--- src/design/slrg_pkg.sv ---
package slrg_pkg;

	// Lehmer minimal standard generator
	localparam logic [30:0] LEH_MOD  = 31'h7FFF_FFFF;
	localparam logic [14:0] LEH_MULT = 15'd16807;
	localparam int          MULT_W   = 15;
	localparam int          PROD_W   = 31 + MULT_W;

	// defaults and warm-up length
	localparam int          TABLE_DEPTH_DEF = 32;
	localparam int          WARM_DISCARD    = 8;
	localparam logic [30:0] SEED_RESET      = 31'd123456789;

	// reciprocal for the slot divide: q0 = (x * RECIP) >> RECIP_SHIFT
	localparam int RECIP_SHIFT = 38;
	localparam int RECIP_W     = 14;

	typedef enum logic [2:0] {
		ST_IDLE,
		ST_WARM_MUL,
		ST_WARM_FOLD,
		ST_DRAW_MUL,
		ST_DRAW_SLOT,
		ST_DRAW_SWAP,
		ST_DRAW_OUT
	} state_t;

	// x * 16807 mod (2^31 - 1), folded from the 46-bit product
	function automatic logic [30:0] lehmer_fold(input logic [PROD_W-1:0] p);
		logic [31:0] s;
		s = {1'b0, p[30:0]} + {{(32-(PROD_W-31)){1'b0}}, p[PROD_W-1:31]};
		if (s >= {1'b0, LEH_MOD})
			s = s - {1'b0, LEH_MOD};
		return s[30:0];
	endfunction

	// floor(p / (2^31 - 1)) for a 47-bit product below 2^31 * 2^16
	function automatic logic [15:0] scale_fold(input logic [46:0] p);
		logic [31:0] r;
		logic [15:0] q;
		r = {1'b0, p[30:0]} + {16'd0, p[46:31]};
		q = p[46:31];
		if (r >= {1'b0, LEH_MOD})
			q = q + 16'd1;
		return q;
	endfunction

endpackage

--- src/design/slrg_ram.sv ---
module slrg_ram #(
	parameter int WIDTH = 31,
	parameter int DEPTH = 32
) (
	input  logic                     clk,
	input  logic                     we,
	input  logic [$clog2(DEPTH)-1:0] waddr,
	input  logic [WIDTH-1:0]         wdata,
	input  logic [$clog2(DEPTH)-1:0] raddr,
	output logic [WIDTH-1:0]         rdata
);

	logic [WIDTH-1:0] mem_q [DEPTH];

	always_ff @(posedge clk) begin
		if (we)
			mem_q[waddr] <= wdata;
		rdata <= mem_q[raddr];
	end

endmodule

--- src/design/shuffled_lehmer_random_generator_top.sv ---
// Shuffled Lehmer random generator (minimal standard step behind a shuffle table).
//
// Channels:
//   cfg      : seed write. Always ready. A transfer loads the 31-bit seed and
//              schedules a warm-up on the next draw. Write only while idle.
//   s_axis   : one transfer per draw; tdata carries the scale bound n.
//   m_axis   : one transfer per draw; raw shuffled value and floor(raw*n/(2^31-1)).
//
// Sequence: after the input transfer a plain draw passes the slot, swap and
// output states; the result is loaded into the output register in the output
// state once that register is free. The steps are the generator update
// (multiply, then fold modulo 2^31-1) and the registered read of the shuffle RAM.
// A draw with a pending warm-up first runs the warm-up steps, each a multiply
// state and then a fold state, before the draw multiply state.
//
// Reset: seed returns to 123456789 and a warm-up is pending; the shuffle RAM
// is not cleared, the warm-up fills it before any read.
// Stall: the output register holds one result; a new item is still taken
// while it waits, and that draw parks in its last stage until the sink takes
// the previous result.
module shuffled_lehmer_random_generator_top #(
	parameter int TABLE_DEPTH = slrg_pkg::TABLE_DEPTH_DEF
) (
	input  logic        clk,
	input  logic        arst_n,
	// seed register write
	input  logic        cfg_valid,
	output logic        cfg_ready,
	input  logic [30:0] cfg_data,      // seed_value
	// draw requests
	input  logic        s_axis_tvalid,
	output logic        s_axis_tready,
	input  logic [15:0] s_axis_tdata,  // [15:0] scale_bound
	// results
	output logic        m_axis_tvalid,
	input  logic        m_axis_tready,
	output logic [47:0] m_axis_tdata   // [30:0] raw_value, [46:31] scaled_value, [47] zero
);

	localparam int AW = $clog2(TABLE_DEPTH);
	localparam int KW = $clog2(TABLE_DEPTH + 1);
	localparam int PW = $clog2(TABLE_DEPTH + slrg_pkg::WARM_DISCARD);
	localparam longint LEH_DIV = 64'd1 + (64'(slrg_pkg::LEH_MOD) - 64'd1) / TABLE_DEPTH;
	localparam longint RECIP = (64'd1 << slrg_pkg::RECIP_SHIFT) / LEH_DIV;
	localparam int RP_W = 31 + slrg_pkg::RECIP_W;

	slrg_pkg::state_t state_q, state_nx;

	logic [30:0] seed_q;
	logic        needs_warm_q;
	logic [30:0] gen_q;
	logic [30:0] last_q;
	logic [15:0] bound_q;
	logic [PW-1:0] pos_q;
	logic [AW-1:0] slot_q;

	logic [slrg_pkg::PROD_W-1:0] prod_q;   // gen_q * 16807
	logic [RP_W-1:0]             recip_q;  // last_q * RECIP
	logic [46:0]                 sprod_q;  // table value * bound

	logic        out_valid_q;
	logic [30:0] out_raw_q;
	logic [15:0] out_scaled_q;

	logic        in_xfer;
	logic        out_free;
	logic [30:0] step_val;
	logic [30:0] seed_fix;

	// slot = last_q / LEH_DIV: reciprocal estimate, then one threshold correction
	logic [31:0]   thr_tab [TABLE_DEPTH+1];
	logic [AW-1:0] q0;
	logic [KW-1:0] k_idx;
	logic          ge;
	logic [KW-1:0] slot_sum;
	logic [AW-1:0] slot;

	logic          ram_we;
	logic [AW-1:0] ram_waddr;
	logic [30:0]   ram_wdata;
	logic [30:0]   ram_rdata;

	assign cfg_ready     = 1'b1;
	assign in_xfer       = s_axis_tvalid && s_axis_tready;
	assign out_free      = !out_valid_q || m_axis_tready;
	assign step_val      = slrg_pkg::lehmer_fold(prod_q);
	assign seed_fix      = (seed_q == '0 || seed_q == slrg_pkg::LEH_MOD) ? 31'd1 : seed_q;
	assign m_axis_tvalid = out_valid_q;
	assign m_axis_tdata  = {1'b0, out_scaled_q, out_raw_q};

	always_comb begin
		for (int k = 0; k <= TABLE_DEPTH; k++)
			thr_tab[k] = 32'(longint'(k) * LEH_DIV);
	end

	assign q0       = recip_q[slrg_pkg::RECIP_SHIFT +: AW];
	assign k_idx    = KW'(q0) + KW'(1);
	assign ge       = {1'b0, last_q} >= thr_tab[k_idx];
	assign slot_sum = KW'(q0) + KW'(ge);
	assign slot     = (slot_sum > KW'(TABLE_DEPTH - 1)) ? AW'(TABLE_DEPTH - 1) : AW'(slot_sum);

	// next state
	always_comb begin
		state_nx = state_q;
		case (state_q)
			slrg_pkg::ST_IDLE: begin
				if (in_xfer)
					state_nx = needs_warm_q ? slrg_pkg::ST_WARM_MUL : slrg_pkg::ST_DRAW_SLOT;
			end
			slrg_pkg::ST_WARM_MUL:  state_nx = slrg_pkg::ST_WARM_FOLD;
			slrg_pkg::ST_WARM_FOLD: begin
				state_nx = (pos_q == '0) ? slrg_pkg::ST_DRAW_MUL : slrg_pkg::ST_WARM_MUL;
			end
			slrg_pkg::ST_DRAW_MUL:  state_nx = slrg_pkg::ST_DRAW_SLOT;
			slrg_pkg::ST_DRAW_SLOT: state_nx = slrg_pkg::ST_DRAW_SWAP;
			slrg_pkg::ST_DRAW_SWAP: state_nx = slrg_pkg::ST_DRAW_OUT;
			slrg_pkg::ST_DRAW_OUT: begin
				if (out_free)
					state_nx = slrg_pkg::ST_IDLE;
			end
			default: state_nx = slrg_pkg::ST_IDLE;
		endcase
	end

	// control outputs: handshake and RAM write port
	always_comb begin
		s_axis_tready = 1'b0;
		ram_we        = 1'b0;
		ram_waddr     = slot_q;
		ram_wdata     = gen_q;
		case (state_q)
			slrg_pkg::ST_IDLE: s_axis_tready = 1'b1;
			slrg_pkg::ST_WARM_FOLD: begin
				ram_we    = pos_q < PW'(TABLE_DEPTH);
				ram_waddr = pos_q[AW-1:0];
				ram_wdata = step_val;
			end
			slrg_pkg::ST_DRAW_SWAP: ram_we = 1'b1;
			default: ;
		endcase
	end

	always_ff @(posedge clk or negedge arst_n) begin
		if (!arst_n) begin
			state_q      <= slrg_pkg::ST_IDLE;
			seed_q       <= slrg_pkg::SEED_RESET;
			needs_warm_q <= 1'b1;
			gen_q        <= '0;
			last_q       <= '0;
			out_valid_q  <= 1'b0;
		end else begin
			state_q <= state_nx;
			if (cfg_valid && cfg_ready) begin
				seed_q       <= cfg_data;
				needs_warm_q <= 1'b1;
			end else if (state_q == slrg_pkg::ST_IDLE && in_xfer) begin
				needs_warm_q <= 1'b0;
			end
			if (state_q == slrg_pkg::ST_DRAW_OUT && out_free)
				out_valid_q <= 1'b1;
			else if (m_axis_tready)
				out_valid_q <= 1'b0;
			case (state_q)
				slrg_pkg::ST_IDLE: begin
					if (in_xfer && needs_warm_q)
						gen_q <= seed_fix;
				end
				slrg_pkg::ST_WARM_FOLD: begin
					gen_q <= step_val;
					if (pos_q == '0)
						last_q <= step_val;  // slot 0 holds the final warm-up value
				end
				slrg_pkg::ST_DRAW_SLOT: gen_q <= step_val;
				slrg_pkg::ST_DRAW_SWAP: last_q <= ram_rdata;
				default: ;
			endcase
		end
	end

	// datapath registers, no reset
	always_ff @(posedge clk) begin
		prod_q  <= slrg_pkg::PROD_W'(gen_q) * slrg_pkg::PROD_W'(slrg_pkg::LEH_MULT);
		recip_q <= RP_W'(last_q) * RP_W'(RECIP);
		if (in_xfer) begin
			bound_q <= s_axis_tdata;
			pos_q   <= PW'(TABLE_DEPTH + slrg_pkg::WARM_DISCARD - 1);
		end else if (state_q == slrg_pkg::ST_WARM_FOLD && pos_q != '0) begin
			pos_q <= pos_q - PW'(1);
		end
		if (state_q == slrg_pkg::ST_DRAW_SLOT)
			slot_q <= slot;
		if (state_q == slrg_pkg::ST_DRAW_SWAP)
			sprod_q <= 47'(ram_rdata) * 47'(bound_q);
		if (state_q == slrg_pkg::ST_DRAW_OUT && out_free) begin
			out_raw_q    <= last_q;
			out_scaled_q <= slrg_pkg::scale_fold(sprod_q);
		end
	end

	slrg_ram #(
		.WIDTH(31),
		.DEPTH(TABLE_DEPTH)
	) u_table (
		.clk  (clk),
		.we   (ram_we),
		.waddr(ram_waddr),
		.wdata(ram_wdata),
		.raddr(slot),
		.rdata(ram_rdata)
	);

	// a draw with a pending warm-up must start the warm-up loop
	assert property (@(posedge clk) disable iff (!arst_n)
		(in_xfer && needs_warm_q) |=> state_q == slrg_pkg::ST_WARM_MUL)
		else $error("warm-up skipped");

	// the generator is never at zero or the modulus when a draw reaches the swap state
	assert property (@(posedge clk) disable iff (!arst_n)
		(state_q == slrg_pkg::ST_DRAW_SWAP) |-> (gen_q != '0 && gen_q != slrg_pkg::LEH_MOD))
		else $error("generator state out of range");

	// the shuffle slot stays inside the table
	assert property (@(posedge clk) disable iff (!arst_n)
		(state_q == slrg_pkg::ST_DRAW_SLOT) |-> slot_sum < KW'(TABLE_DEPTH))
		else $error("slot out of range");

	// a result appears only at the end of a draw
	assert property (@(posedge clk) disable iff (!arst_n)
		$rose(out_valid_q) |-> $past(state_q) == slrg_pkg::ST_DRAW_OUT)
		else $error("unexpected result");

	// RAM writes happen only in the warm-up fold or the table swap
	assert property (@(posedge clk) disable iff (!arst_n)
		ram_we |-> (state_q == slrg_pkg::ST_WARM_FOLD || state_q == slrg_pkg::ST_DRAW_SWAP))
		else $error("stray table write");

endmodule

--- config.mk ---
export PLATFORM = sky130hd
export DESIGN_NAME = shuffled_lehmer_random_generator_top
export DESIGN_NICKNAME = d
export VERILOG_FILES = /design/src/design/slrg_pkg.sv /design/src/design/slrg_ram.sv /design/src/design/shuffled_lehmer_random_generator_top.sv
export SDC_FILE = /design/constraint.sdc
export NUM_CORES = 2
export LEC_CHECK = 0
export ABC_AREA = 1
export BUFFER_PORTS_ARGS = -buffer_cell sky130_fd_sc_hd__buf_4
export CAP_MARGIN = 20
export CORE_MARGIN = 8
export CORE_UTILIZATION = 30
export CTS_CLUSTER_SIZE = 16
export DETAILED_ROUTE_END_ITERATION = 10
export HOLD_SLACK_MARGIN = 0.05
export RECOVER_POWER = 100
export SYNTH_ARGS = -nofsm -noshare
export SYNTH_HDL_FRONTEND = slang
export SYNTH_SLANG_ARGS = --single-unit
--- constraint.sdc ---
create_clock -name clk -period 12.4 [get_ports clk]
set_input_delay 2.48 -clock clk [delete_from_list [all_inputs] [get_ports clk]]
set_output_delay 2.48 -clock clk [all_outputs]
set_load 0.005 [all_outputs]
==> impl_metrics.toml <==
[global_route]
track_usage_pct = 16.8
grt_pass1_wl_mm = 360
antenna_found_initial = 13
grt_max_degree = 196
grt_pass1_vias = 57300
grt-ovfl-total = 0

[timing]
fin_crit_ns = 8.84
finalCritPeriodShare_pct = 71.3
finalSetupViolCount = 0
fin_tns_setup_ns = 0
hold_violations = 0
tightest_slew_ns = 4.51
holdWs_ns = 0.508
finalMaxSlewViolations = 2698
worst_slack_ns = 3.56
rsz0062_at_grt = "false"
max_freq_ghz = 0.113
finClkSkew_ns = 0.0656
relSlewSlack_pct = -204

[place]
gp_congestion = 0.940
hpwl_mm = 162
io_buffer_count = 100
dp_cells = 11000
place_ws_ns = 5.81

[drt]
wl_per_cell_um = 21.2
drt_iter0_drc = 5460
antenna_left = 0
first_pass_iters = 6
viasPerCell = 5.06
drc_errors = 0
vias = 57000
wl_mm = 239

[synth]
yosys.area.top_type_share_pct = 42.7
ys_seq_elements = 1293
syn-instance-count = 7735
ys_warn_count = 0
ys.flop_type = "edfxtp_1"
synth_nets = 8675
synth.top_cells.by_count = "nand2_1, inv_1, edfxtp_1"
synth_edf_count = 1107
synthDistinctLibCells = 60
synth_area_um2 = 77800
yosysTopAreaCell = "edfxtp_1"
synth_seq_area_share_pct = 48.1
synth.top_cells.by_area = "edfxtp_1, fa_1, nand2_1"
syn_avg_cell_area_um2 = 10.1
ys_async_sr_fraction_pct = 7.58
synth.most_common_cell = "nand2_1"

[worst_hold_path]
min_path_type = "reg -> reg"

[clock_tree]
tritoncts = "yes"
cts_resized = 0
clock_latency_ns = 0.81
cts_made_buffers = 142
clockBufferDepth = 3
cts.htree.levels = 4
clk_pin_slew_ns = 0.06
hold_buffers = 0
cts_setup_buffers = 0
root_buffer = "clkbuf_16"
cts.sinks = 1293

[die]
die_h_um = 525
ios = 103
num_rows = 187
core_area_um2 = 259000
initial_core_util_pct = 30.1
die_area_um2 = 276000
die_w_um = 525

[critical_path]
cp.required_ns = 12.98
cp-start-kind = "flip-flop"
endpoint_kind = "flip-flop"
crit_fanout = 140
cp.arrival_ns = 9.42
critical_path_class = "reg -> reg"

[job]
maxCapViolations = 83

[cells_and_area]
instances_no_fill = 11300
fin_nets = 8676
drive_above_1_share_pct = 5.27
syn2layout_area_growth_pct = 11.5

[status]
status = "finished, violations left"
violations = "max-capacitance violations, max-slew violations"
path summary, 6_finish.rpt:
check	slack, ns	startpoint	depth (start not counted)	to
hold reg to reg	0.51	needs_warm_q$_DFFE_PN1P_	2	needs_warm_q$_DFFE_PN1P_
setup / recovery	3.56	recip_q[40]$_DFF_P_	25	u_table.rdata[13]$_DFF_P_
min in group asynchronous	2.14	arst_n	1	m_axis_tvalid$_DFFE_PN0P_
setup reg to reg	3.56	recip_q[40]$_DFF_P_	25	u_table.rdata[13]$_DFF_P_
hold / removal	0.51	needs_warm_q$_DFFE_PN1P_	2	needs_warm_q$_DFFE_PN1P_
max in group asynchronous	5.71	arst_n	2	last_q[18]$_DFFE_PN0P_
worst max-delay path: stages (launching register included):
cell and delay, ns:
dfxtp_1 0.42, nand2_1 0.08, nor2_1 0.16, nand3_1 0.18, nand2_1 0.10, ha_1 0.15
nand2_1 0.06, nor3_1 0.13, nand4_1 0.12, o21ai_0 0.18, a21oi_1 0.09, nor2_1 0.11
o21a_1 0.14, o21a_1 0.11, ha_1 0.16, nand3_1 0.12, nor2_1 0.30, nor2_1 0.19
clkinvlp_4 1.60, clkbuf_1 2.56, o21ai_0 0.27, o22ai_1 0.27, o211ai_1 0.15, nand2_1 0.16
inv_1 0.08, o21ai_0 0.61
flip-flops by register name (all words and copies together), names as in the netlist:
signal and count:
bound_q 16, gen_q 31, last_q 31, m_axis_tvalid 1, needs_warm_q 1, out_raw_q 31, out_scaled_q 16, pos_q 6
prod_q 46, recip_q 5, seed_q 31, slot_q 5, sprod_q 47, state_q 3, u_table.mem_q 992, u_table.rdata 31
final cells by class:
class / count / area (um^2)
fillers: 26100 / 172000
flip-flops and latches: 1293 / 37500
multi-input cells: 4939 / 34700
well taps: 3402 / 4260
inverters: 1129 / 4250
clock buffers: 197 / 3930
repair buffers: 231 / 1370
clock inverters: 62 / 723
diodes: 4 / 10.0
per-layer routing:
metal | part of all wire [%] | vias to the layer above | global-route usage (%)
met5 | 0 | - | 0
met4 | 3.5 | 0 | 5.43
met3 | 7.3 | 446 | 3.14
met2 | 47 | 2112 | 28.1
met1 | 42 | 28700 | 22.0
li1 | - | 25800 | -
logic make-up after synthesis:
logic type	count (synthesis)	share of synthesized area (%)
AOI/OAI and AO/OA	1397	10.3
xor gates and xnor gates	134	1.51
adders and majority gates	888	19.5
buffers and inverters	1503	7.31
DFF	1293	48.1
muxes	8	0.116
other	2	0.00965
and+or+nand+nor	2510	13.1
placed cells by master, fill, tap and decap left out, drive strengths merged, types with 8 or more instances in the layout:
cell	netlist	layout
a21oi	211	211
a31oi	29	29
buf	38	88
clkbuf	336	340
clkinv	3	52
dfrtp	81	81
dfstp	17	17
dfxtp	88	88
edfxtp	1107	1107
fa	539	539
ha	349	349
inv	1126	1130
mux2	8	8
nand2	1304	1304
nand3	289	289
nand4	41	41
nor2	781	781
nor3	39	39
nor4	33	33
o211ai	75	75
o21a	15	15
o21ai	779	779
o21bai	14	14
o221ai	84	84
o22a	46	46
o22ai	124	124
or2	9	9
xnor2	47	47
xor2	87	87
metrics by stage:
step | util (%) | area (um^2)
after CTS | 33.8 | 87500
after global placement | 32.0 | 82800
after global routing | 33.5 | 86800
final | 33.5 | 86800
after detailed placement | 32.0 | 82800
after floorplan | - | 77800
Power is not shown: default switching activity piles up to over one toggle a cycle in this logic, so the estimate is an artifact.
